File: src/design/wnrp_pkg.sv
// Package for the window nearest-rank percentile block.
// Holds the field widths, the default window capacity and the result struct.
// No dependencies.
package wnrp_pkg;

    localparam int SAMPLE_W = 24;
    localparam int FRAC_W = 18;
    localparam int FRAC_CLAMP_W = 17;
    localparam int COUNT_OUT_W = 8;
    localparam int Q16_SHIFT = 16;
    localparam int CAPACITY_DEFAULT = 128;

    localparam logic [FRAC_CLAMP_W-1:0] ONE_Q16 = FRAC_CLAMP_W'(65536);
    localparam logic [Q16_SHIFT-1:0] ROUND_UP_Q16 = Q16_SHIFT'(65535);

    typedef struct packed {
        logic                done;
        logic [SAMPLE_W-1:0] value;
    } sel_result_t;

endpackage

File: src/design/wnrp_ram.sv
// Generic single-port-write, single-port-read RAM with a registered read.
// Parameters set word width and depth. No dependencies.
module wnrp_ram #(
    parameter int WIDTH = 8,
    parameter int DEPTH = 16,
    localparam int ADDR_W = (DEPTH > 1) ? $clog2(DEPTH) : 1
) (
    input  logic              clk,
    input  logic              wr_en,
    input  logic [ADDR_W-1:0] wr_addr,
    input  logic [WIDTH-1:0]  wr_data,
    input  logic              rd_en,
    input  logic [ADDR_W-1:0] rd_addr,
    output logic [WIDTH-1:0]  rd_data
);

    logic [WIDTH-1:0] mem [DEPTH];
    logic [WIDTH-1:0] rd_data_reg;

    always_ff @(posedge clk)
    begin
        if (wr_en)
        begin
            mem[wr_addr] <= wr_data;
        end
        if (rd_en)
        begin
            rd_data_reg <= mem[rd_addr];
        end
    end

    assign rd_data = rd_data_reg;

endmodule

File: src/design/wnrp_select.sv
// Rank selection engine for the window nearest-rank percentile block.
// Scans the sample RAM through its read port, one candidate at a time.
// Depends on wnrp_pkg.
module wnrp_select #(
    parameter int CAPACITY = wnrp_pkg::CAPACITY_DEFAULT,
    localparam int CNT_W = $clog2(CAPACITY + 1),
    localparam int ADDR_W = (CAPACITY > 1) ? $clog2(CAPACITY) : 1
) (
    input  logic                                clk,
    input  logic                                rst_n,
    input  logic                                go,
    input  logic [CNT_W-1:0]                    n,
    input  logic [CNT_W-1:0]                    rank,
    output logic                                rd_en,
    output logic [ADDR_W-1:0]                   rd_addr,
    input  logic [wnrp_pkg::SAMPLE_W-1:0]       rd_data,
    output wnrp_pkg::sel_result_t               res
);

    import wnrp_pkg::*;

    localparam logic [2:0] S_IDLE  = 3'd0;
    localparam logic [2:0] S_CREAD = 3'd1;
    localparam logic [2:0] S_CWAIT = 3'd2;
    localparam logic [2:0] S_SCAN  = 3'd3;
    localparam logic [2:0] S_CHECK = 3'd4;

    logic [2:0]          state_reg, state_next;
    logic [CNT_W-1:0]    cand_idx_reg, cand_idx_next;
    logic [CNT_W-1:0]    scan_idx_reg, scan_idx_next;
    logic [CNT_W-1:0]    lt_reg, lt_next;
    logic [CNT_W-1:0]    le_reg, le_next;
    logic                cmp_vld_reg, cmp_vld_next;
    logic [SAMPLE_W-1:0] cand_reg, cand_next;
    logic                done_reg, done_next;
    logic [SAMPLE_W-1:0] value_reg, value_next;
    logic                issue;
    logic                hit;

    assign issue = (scan_idx_reg < n);
    assign hit = (lt_reg < rank) && (rank <= le_reg);

    assign rd_en = (state_reg == S_CREAD) || ((state_reg == S_SCAN) && issue);
    assign rd_addr = (state_reg == S_CREAD) ? cand_idx_reg[ADDR_W-1:0]
                                            : scan_idx_reg[ADDR_W-1:0];

    always_comb
    begin
        state_next = state_reg;
        cand_idx_next = cand_idx_reg;
        scan_idx_next = scan_idx_reg;
        lt_next = lt_reg;
        le_next = le_reg;
        cmp_vld_next = cmp_vld_reg;
        cand_next = cand_reg;
        done_next = 1'b0;
        value_next = value_reg;
        case (state_reg)
            S_IDLE:
            begin
                if (go)
                begin
                    cand_idx_next = '0;
                    state_next = S_CREAD;
                end
            end
            S_CREAD:
            begin
                cmp_vld_next = 1'b0;
                state_next = S_CWAIT;
            end
            S_CWAIT:
            begin
                cand_next = rd_data;
                scan_idx_next = '0;
                lt_next = '0;
                le_next = '0;
                state_next = S_SCAN;
            end
            S_SCAN:
            begin
                if (cmp_vld_reg)
                begin
                    if (rd_data < cand_reg)
                    begin
                        lt_next = lt_reg + 1'b1;
                    end
                    if (rd_data <= cand_reg)
                    begin
                        le_next = le_reg + 1'b1;
                    end
                end
                if (issue)
                begin
                    scan_idx_next = scan_idx_reg + 1'b1;
                    cmp_vld_next = 1'b1;
                end
                else
                begin
                    cmp_vld_next = 1'b0;
                    if (!cmp_vld_reg)
                    begin
                        state_next = S_CHECK;
                    end
                end
            end
            S_CHECK:
            begin
                if (hit)
                begin
                    done_next = 1'b1;
                    value_next = cand_reg;
                    state_next = S_IDLE;
                end
                else
                begin
                    cand_idx_next = cand_idx_reg + 1'b1;
                    state_next = S_CREAD;
                end
            end
            default:
            begin
                state_next = S_IDLE;
            end
        endcase
    end

    always_ff @(posedge clk or negedge rst_n)
    begin
        if (!rst_n)
        begin
            state_reg <= S_IDLE;
            cmp_vld_reg <= 1'b0;
            done_reg <= 1'b0;
        end
        else
        begin
            state_reg <= state_next;
            cmp_vld_reg <= cmp_vld_next;
            done_reg <= done_next;
        end
    end

    always_ff @(posedge clk)
    begin
        cand_idx_reg <= cand_idx_next;
        scan_idx_reg <= scan_idx_next;
        lt_reg <= lt_next;
        le_reg <= le_next;
        cand_reg <= cand_next;
        value_reg <= value_next;
    end

    assign res.done = done_reg;
    assign res.value = value_reg;

    a_scan_bounded: assert property (@(posedge clk) disable iff (!rst_n)
        (state_reg == S_SCAN) |-> (scan_idx_reg <= n))
        else $error("scan index ran past the window");

    a_cand_in_window: assert property (@(posedge clk) disable iff (!rst_n)
        (state_reg == S_CREAD) |-> (cand_idx_reg < n))
        else $error("candidate index left the window without a hit");

    a_le_covers_lt: assert property (@(posedge clk) disable iff (!rst_n)
        (state_reg == S_CHECK) |-> (lt_reg <= le_reg))
        else $error("less-than count exceeds less-or-equal count");

endmodule

File: src/design/window_nearest_rank_percentile_top.sv
// Top level of the window nearest-rank percentile block.
// Instantiates wnrp_ram and wnrp_select; depends on wnrp_pkg.
//
// Usage: a request is accepted at a rising edge where start is high and busy
// is low. Each request carries one sample; the request with is_last high also
// carries fraction_q16 and closes the window. Samples are written into the
// sample RAM as they arrive, one request per cycle, so busy stays low while a
// window fills. Samples beyond CAPACITY are dropped and flagged.
// After the last request busy rises while the nearest-rank sample is found:
// the rank is computed first, then each candidate sample is read and
// compared against all n held samples through the single RAM read port.
// Candidates are tried in order of position, and the result is the first
// held sample whose value lies at the target rank.
// The result shows on percentile_value, window_count and overflowed for one
// cycle, marked by done; the receiver cannot stall and busy falls at the edge
// that ends that cycle. The window is then empty and the next request may
// start a new one.
// Reset clears the sample count, the drop flag and all control state; the RAM
// contents are not cleared, since only written entries are ever read.
module window_nearest_rank_percentile_top #(
    parameter int CAPACITY = wnrp_pkg::CAPACITY_DEFAULT
) (
    input  logic                                 clk,
    input  logic                                 rst_n,
    input  logic                                 start,
    output logic                                 busy,
    input  logic [wnrp_pkg::SAMPLE_W-1:0]        sample,
    input  logic                                 is_last,
    input  logic signed [wnrp_pkg::FRAC_W-1:0]   fraction_q16,
    output logic                                 done,
    output logic [wnrp_pkg::SAMPLE_W-1:0]        percentile_value,
    output logic [wnrp_pkg::COUNT_OUT_W-1:0]     window_count,
    output logic                                 overflowed
);

    import wnrp_pkg::*;

    localparam int CNT_W = $clog2(CAPACITY + 1);
    localparam int ADDR_W = (CAPACITY > 1) ? $clog2(CAPACITY) : 1;
    localparam int PROD_W = FRAC_CLAMP_W + CNT_W;
    localparam logic [CNT_W-1:0] CAP_COUNT = CNT_W'(CAPACITY);

    localparam logic [1:0] ST_IDLE   = 2'd0;
    localparam logic [1:0] ST_RANK   = 2'd1;
    localparam logic [1:0] ST_LAUNCH = 2'd2;
    localparam logic [1:0] ST_WAIT   = 2'd3;

    logic [1:0]              state_reg, state_next;
    logic [CNT_W-1:0]        held_reg, held_next;
    logic                    drop_reg, drop_next;
    logic [CNT_W-1:0]        n_reg, n_next;
    logic                    drop_out_reg, drop_out_next;
    logic [FRAC_CLAMP_W-1:0] frac_reg, frac_next;
    logic [CNT_W-1:0]        rank_reg, rank_next;

    logic                    accept;
    logic                    room;
    logic [CNT_W-1:0]        held_inc;
    logic [FRAC_CLAMP_W-1:0] frac_clamped;
    logic [PROD_W-1:0]       product;
    logic [PROD_W-1:0]       rounded;
    logic [CNT_W:0]          rank_raw;
    logic [CNT_W+COUNT_OUT_W-1:0] n_wide;

    logic                    rd_en;
    logic [ADDR_W-1:0]       rd_addr;
    logic [SAMPLE_W-1:0]     rd_data;
    sel_result_t             sel_res;

    assign busy = (state_reg != ST_IDLE);
    assign accept = start && !busy;
    assign room = (held_reg < CAP_COUNT);
    assign held_inc = held_reg + 1'b1;

    always_comb
    begin
        if (fraction_q16[FRAC_W-1])
        begin
            frac_clamped = '0;
        end
        else if (fraction_q16[FRAC_CLAMP_W-1:0] > ONE_Q16)
        begin
            frac_clamped = ONE_Q16;
        end
        else
        begin
            frac_clamped = fraction_q16[FRAC_CLAMP_W-1:0];
        end
    end

    assign product = PROD_W'(frac_reg) * PROD_W'(n_reg);
    assign rounded = product + PROD_W'(ROUND_UP_Q16);
    assign rank_raw = (CNT_W + 1)'(rounded >> Q16_SHIFT);

    always_comb
    begin
        state_next = state_reg;
        held_next = held_reg;
        drop_next = drop_reg;
        n_next = n_reg;
        drop_out_next = drop_out_reg;
        frac_next = frac_reg;
        rank_next = rank_reg;
        case (state_reg)
            ST_IDLE:
            begin
                if (accept)
                begin
                    if (is_last)
                    begin
                        n_next = room ? held_inc : held_reg;
                        drop_out_next = drop_reg || !room;
                        frac_next = frac_clamped;
                        held_next = '0;
                        drop_next = 1'b0;
                        state_next = ST_RANK;
                    end
                    else if (room)
                    begin
                        held_next = held_inc;
                    end
                    else
                    begin
                        drop_next = 1'b1;
                    end
                end
            end
            ST_RANK:
            begin
                if (rank_raw == '0)
                begin
                    rank_next = CNT_W'(1);
                end
                else if (rank_raw > {1'b0, n_reg})
                begin
                    rank_next = n_reg;
                end
                else
                begin
                    rank_next = rank_raw[CNT_W-1:0];
                end
                state_next = ST_LAUNCH;
            end
            ST_LAUNCH:
            begin
                state_next = ST_WAIT;
            end
            ST_WAIT:
            begin
                if (sel_res.done)
                begin
                    state_next = ST_IDLE;
                end
            end
            default:
            begin
                state_next = ST_IDLE;
            end
        endcase
    end

    always_ff @(posedge clk or negedge rst_n)
    begin
        if (!rst_n)
        begin
            state_reg <= ST_IDLE;
            held_reg <= '0;
            drop_reg <= 1'b0;
        end
        else
        begin
            state_reg <= state_next;
            held_reg <= held_next;
            drop_reg <= drop_next;
        end
    end

    always_ff @(posedge clk)
    begin
        n_reg <= n_next;
        drop_out_reg <= drop_out_next;
        frac_reg <= frac_next;
        rank_reg <= rank_next;
    end

    wnrp_ram #(
        .WIDTH (SAMPLE_W),
        .DEPTH (CAPACITY)
    ) u_store (
        .clk     (clk),
        .wr_en   (accept && room),
        .wr_addr (held_reg[ADDR_W-1:0]),
        .wr_data (sample),
        .rd_en   (rd_en),
        .rd_addr (rd_addr),
        .rd_data (rd_data)
    );

    wnrp_select #(
        .CAPACITY (CAPACITY)
    ) u_select (
        .clk     (clk),
        .rst_n   (rst_n),
        .go      (state_reg == ST_LAUNCH),
        .n       (n_reg),
        .rank    (rank_reg),
        .rd_en   (rd_en),
        .rd_addr (rd_addr),
        .rd_data (rd_data),
        .res     (sel_res)
    );

    assign n_wide = {{COUNT_OUT_W{1'b0}}, n_reg};

    assign done = sel_res.done;
    assign percentile_value = sel_res.value;
    assign window_count = n_wide[COUNT_OUT_W-1:0];
    assign overflowed = drop_out_reg;

    a_done_only_when_waiting: assert property (@(posedge clk) disable iff (!rst_n)
        sel_res.done |-> (state_reg == ST_WAIT))
        else $error("result strobe outside of a pending selection");

    a_rank_in_range: assert property (@(posedge clk) disable iff (!rst_n)
        (state_reg == ST_LAUNCH) |-> ((rank_reg != '0) && (rank_reg <= n_reg)))
        else $error("rank outside 1..count at launch");

    a_held_bounded: assert property (@(posedge clk) disable iff (!rst_n)
        held_reg <= CAP_COUNT)
        else $error("held count exceeds capacity");

    a_window_emptied: assert property (@(posedge clk) disable iff (!rst_n)
        (state_reg == ST_RANK) |-> ((held_reg == '0) && !drop_reg && (n_reg != '0)))
        else $error("window not emptied after the last request");

endmodule
File: config.mk
export PLATFORM = sky130hd
export DESIGN_NAME = window_nearest_rank_percentile_top
export DESIGN_NICKNAME = d
export VERILOG_FILES = /design/src/design/wnrp_pkg.sv /design/src/design/wnrp_ram.sv /design/src/design/wnrp_select.sv /design/src/design/window_nearest_rank_percentile_top.sv
export SDC_FILE = /design/constraint.sdc
export NUM_CORES = 2
export LEC_CHECK = 0
export ABC_AREA = 1
export BUFFER_PORTS_ARGS = -buffer_cell sky130_fd_sc_hd__buf_2
export CAP_MARGIN = 40
export CORE_MARGIN = 2
export CORE_UTILIZATION = 45
export DETAILED_ROUTE_END_ITERATION = 16
export PLACE_DENSITY_LB_ADDON = 0.25
export SETUP_SLACK_MARGIN = 0.15
export SLEW_MARGIN = 20
export SYNTH_ARGS = -nofsm -noshare
export SYNTH_HDL_FRONTEND = slang
export SYNTH_HIERARCHICAL = 1
export SYNTH_SLANG_ARGS = --single-unit
export TNS_END_PERCENT = 30
File: constraint.sdc
create_clock -name clk -period 16.2 [get_ports clk]
set_input_delay 3.24 -clock clk [delete_from_list [all_inputs] [get_ports clk]]
set_output_delay 3.24 -clock clk [all_outputs]
set_load 0.01 [all_outputs]
After elaboration in Yosys (flattened, before gate mapping)
Memory sizes are Yosys's and may differ from the RTL's. A register that Yosys moved wholly into a read port is not among the register bits.
Index checks and enable logic that the tools add are counted.

operators by class
  multipliers = 1
  equal/unequal tests = 19
  order comparisons = 8
  add/sub/neg operators = 6
  muxes and demuxes = 33
  reductions and logical operators = 26

operators with widths
  kind                    number
  $mux 8                  10
  $pmux 8 s2              4
  $add 8x1->8 const B     5
  $add 25x16->25 const B  1
  $mul 17x8->25           1
  $le 24x24->1            1
  $lt 24x24->1            1
  $reduce_and 3->1        7
  $gt 17x17->1 const B    1
  $mux 17                 1
  $lt 8x8->1              2
  $ne 2x2->1 const B      8
  $pmux 3 s5              1
  $gt 9x8->1              1
  $logic_not 9->1         1
  $mux 3                  3
  $le 8x8->1              1
  $lt 8x8->1 const B      1
  $mux 1                  8
  $ne 2x1->1 const B      4
  $pmux 2 s4              1
  $reduce_bool 2->1       4
  $mux 7                  1
  $eq 3x2->1 const B      2
  13 further kinds        23

word-level totals
  register bits = 130
  word-level logic and storage cells = 111
  output and inout port bits = 35
  input bits = 46
  memories = 1
  RAM bits = 3,072

memory list
  name         words  width  read ports  clocked after memory_dff  write ports  RTL line        RTL
  u_store.mem  128    24     1           1                         1            wnrp_ram.sv:17  logic [WIDTH-1:0] mem [DEPTH];

Longest topological paths before layout
  depth after elaboration = 6
  mapped depth = 37
  depth with buffers taken out = 35

Cells and area by module
The synthesis kept the hierarchy.

modules (own cells, without submodules)
  module                              area each (µm²)  instances  cells each  seq. area each (µm²)
  wnrp_ram                            124,289.2        1          10,092      92,969.2
  window_nearest_rank_percentile_top  7,334.5          1          1,024       1,296.2
  wnrp_select                         4,538.1          1          448         2,497.4

Worst setup path after synthesis
OpenSTA, ideal clock, no wires.

  kind = reg2reg
  from = register n_reg[5], in the netlist window_count[5]
  to = register rank_reg[0], data pin
  required time = 15,941 ps
  clock period less this slack = 5,722 ps
  slack = 10,478 ps
  path buffers = 2
  arrival = 5,463 ps
  setup time = 259 ps
  stages on the path, launching flop included = 34
  cell sequence = edfxtp_1 -> clkbuf_1 -> buf_1 -> nand2_1 -> fa_1 -> inv_1 -> fa_1 -> fa_1 -> inv_1 -> fa_1 -> inv_1 -> ha_1 -> nand2_1 -> nor2_1 -> nand2_1 -> nor2_1 -> nand3_1 -> nand3_1 -> nand2_1 -> nand2_2 -> inv_1 -> ha_1 -> nand2_1 -> o21bai_1 -> nand3_1 -> nand2_1 -> nand2_1 -> nand2_1 -> nand2_1 -> nand2_1 -> nand2_4 -> nand2_1 -> nand2_1 -> o21bai_1

between the ends
  word-level cells in the longest chain between the ends = 4
  elaborated cells between the ends (all ways) = 5
  classes of those cells = 1 x add/sub; 1 x mul; 1 x order compare; 1 x mux; 1 x reduce/logical

RTL lines
  element                 RTL line                                   RTL
  from (decl)             window_nearest_rank_percentile_top.sv:51   logic [CNT_W-1:0] n_reg, n_next;
  from (signal assigned)  window_nearest_rank_percentile_top.sv:180  n_reg <= n_next;
  $mul 17x8->25           window_nearest_rank_percentile_top.sv:91   assign product = PROD_W'(frac_reg) * PROD_W'(n_reg);
  $add 25x16->25          window_nearest_rank_percentile_top.sv:92   assign rounded = product + PROD_W'(ROUND_UP_Q16);
  $gt 9x8->1              window_nearest_rank_percentile_top.sv:134  else if (rank_raw > {1'b0, n_reg})
  $mux 8                  window_nearest_rank_percentile_top.sv:134
  to (signal assigned)    window_nearest_rank_percentile_top.sv:183  rank_reg <= rank_next;
  to (decl)               window_nearest_rank_percentile_top.sv:54   logic [CNT_W-1:0] rank_reg, rank_next;

Several ways; a longest one is shown, not always the timed one.
A chain may end at the register's enable or synchronous reset.

Final worst setup path
  from = register u_select.state_reg[2]
  to = register u_store.rd_data_reg[1], in the netlist u_store/rd_data[1], read port of u_store.mem, data pin

between the ends
  elaborated cells between the ends (all ways) = 5
  classes of those cells = 2 x eq/ne; 1 x mux; 2 x reduce/logical

RTL lines
  element                 RTL line                                  RTL
  from (decl)             wnrp_select.sv:28                         logic [2:0] state_reg, state_next;
  from (signal assigned)  wnrp_select.sv:138                        state_reg <= state_next;
  $eq 3x1->1              wnrp_select.sv:44                         assign rd_addr = (state_reg == S_CREAD) ? cand_idx_reg[ADDR_W-1:0]
  $mux 7                  wnrp_select.sv:44
  via rd_addr[0]          window_nearest_rank_percentile_top.sv:66  logic [ADDR_W-1:0] rd_addr;
  to (decl)               wnrp_ram.sv:18                            logic [WIDTH-1:0] rd_data_reg;

The timed path passes the listed nets, and every way through them passes these cells.

==> flow_summary.ini <==
[layout]
layout_commonest_cell = nand2_1
num-nets-final = 11816
largest_register_ffs = 3072
n_fill_cell = 25564
regMostFlops = u_store/mem
final_cell_mix = 3486 x nand2_1, 3209 x edfxtp_1, 3065 x nand3_1
post-route-util_pct = 50.6
areaGrowthSynthToFinish_pct = 11.7
drive_above_1_share_pct = 8.63

[placed_design]
port_buffers = 80
dp_hpwl_um = 229000
pre_cts_slack_ps = 9210
place.gp.congestion = 0.879

[drt]
firstDrtPassIters = 9
drc_errors = 0
vias = 92007
ant_nets = 0
drt_iter0_markers = 12533
wl_per_cell_um = 25.8
detail_route.wirelength_um = 408000
post_drt_via_cell_ratio = 5.83

[worst_hold_path]
min_path_type = flop to flop
worstHoldEndpoint = u_select/value_reg[22]
min_from = u_select/cand_reg[22]
hold_depth = 0

[clock_tree]
cts_setup_buffers = 0
cts_hold_buf = 0
cts_sinks = 3225
cts_resized = 0
cts_tree = yes
cts_buffers = 334
htree_levels = 5
cts_root_buffer = clkbuf_16
clk_pin_slew_worst_paths_ps = 60
clock_path_buffers = 4
clock_latency_ps = 900

[global_route]
overflow = 0
grt_usage_pct = 26.1
grt_antenna_before_repair = 21
grt_pass1_wl_um = 595000
grt_pass1_vias = 87524
grt_start_max_net_pins = 203

[floorplan]
start_util_pct = 45.3
die_area_um2 = 307000
ios = 81
core_um2 = 301000
row_count = 201
die_y_um = 554
die_w_um = 554

[critical_path]
cp_slowest_cell = buf_4
crit_chain = nor2_4 -> nand2_1 -> buf_8 -> o21ai_4 -> buf_12 -> buf_4 -> buf_4 -> buf_16 -> buf_4 -> buf_4 -> nand2_1 -> nand3_1 -> nand3_1 -> nand3_1 -> nand3_1 -> nand3_1 -> nand3_1 -> nand2_1
crit_fanout = 202
r2r_cells = 18
critPathCaptureType = flop
reg2reg_to = u_store/rd_data[1]
critPathMaxStageDelay_ps = 760
worstPathArrival_ps = 7450
start_kind = flop
cp_top_family = buffers and inverters
crit_buf_inv = 7
required_ps = 16930
cp_common_cell = nand3_1
critPathKind = flop to flop
reg2reg_slack_ps = 9480
r2r-start = u_select/state_reg[2]

[run_status]
outcome = finished, final reports clean

[timing]
max_slew_margin_pct = 23.6
tightest_slew_ps = 1150
hold_viol = 0
setup_viol = 0
timing.final.crit_share_pct = 41.5
setup_ws_ps = 9480
finalCriticalPeriod_ps = 6720
tns_ps = 0
fmax_mhz = 149
rsz0062_at_grt = false
holdWs_ps = 454
fin_skew_ps = 46.0
drv_slew = 0

[yosys]
yosysWarnings = 6
yosys.area.top_type = edfxtp_1
ys_ff_latch = 3225
syn_area_per_cell_um2 = 11.8
yosysSeqAreaShare_pct = 71.1
synthDistinctLibCells = 39
synth_cells = 11564
synth_edf_count = 3209
postSynth.asyncResetShare_pct = 0.496
syn_nets = 11818
synth-main-ff-cell = edfxtp_1
synth_top_cell_area_share_pct = 70.8
syn_area_um2 = 136000
synth_area_leaders = edfxtp_1 71%, nand3_1 11%, nand2_1 9.6%

[pwr]
p_leak_nw = 54.8
report.power.total_mw = 16.6
power.density_nw_per_um2 = 109
vdd_drop_max_mv = 0.0876

[run]
max-cap-violations = 0
## how the worst max path moves through the flow
stage	from	endpoint	slack [ps]	depth (start not counted)
after detailed placement	u_select/state_reg[2]	u_store/rd_data[8]	9210	17
after CTS	u_select/state_reg[2]	u_store/rd_data[8]	9190	17
after global placement	u_select/state_reg[2]	u_store/rd_data[8]	9040	16
final	u_select/state_reg[2]	u_store/rd_data[1]	9480	18
after global routing	u_select/state_reg[2]	u_store/rd_data[1]	9170	18
after floorplan	window_count[5]	rank_reg[0]	10480	33
## power by group
group          total (mW)  switching (mW)  internal (mW)  leakage (nW)
logic               0.188           0.164         0.0241          20.9
clock network        7.28            3.18           4.09          5.00
registers            9.17               0           9.17          28.9
## kinds of logic after synthesis
group | Yosys count | share of synthesized area [%]
xor gates and xnor gates | 9 | 0.0579
AOI/OAI and AO/OA | 105 | 0.425
DFF | 3225 | 71.1
buffers and inverters | 1159 | 4.14
and+or+nand+nor | 6858 | 21.9
adders and majority gates | 208 | 2.44
## cells in the mapped netlist (all sizes together), types with 3 or more instances
cell type / instances
o21bai: 8
buf: 607
nor3b: 5
dfrtp: 16
xor2: 8
clkbuf: 116
ha: 113
o21ai: 29
nand3: 3066
nor2: 234
nor4: 3
inv: 433
clkinv: 3
nand4: 21
a31oi: 4
o22ai: 4
edfxtp: 3209
nor3: 20
fa: 95
o21a: 8
nand2: 3508
a21oi: 51
## layout make-up
type / instances / area (um^2) / share of cell area, %
inverters: 436 / 1680 / 1.10
well taps: 3958 / 4950 / 3.26
diodes: 10 / 25.0 / 0.0165
multi-input cells: 7180 / 34300 / 22.6
flip-flops and latches: 3225 / 96800 / 63.6
clock buffers: 408 / 8780 / 5.78
repair buffers: 385 / 4160 / 2.74
clock inverters: 188 / 1380 / 0.910
## routing by layer
layer,track usage (%),routed length (um),vias up,share of wire [%]
li1,-,-,40593,-
met1,37.1,165000,45748,40
met4,9.46,15800,8,3.9
met3,5.25,44400,733,11
met2,39.8,183000,4925,45
met5,0,46,-,0.011
## through the flow
step                      instance area [um^2]  cells
after floorplan                         136000  11564
after global placement                  140000  15107
after detailed placement                141000  15165
after CTS                               152000  15761
after global routing                    152000  15782
final                                   152000  15790
Note: power is estimated with default switching activity, not from simulation.
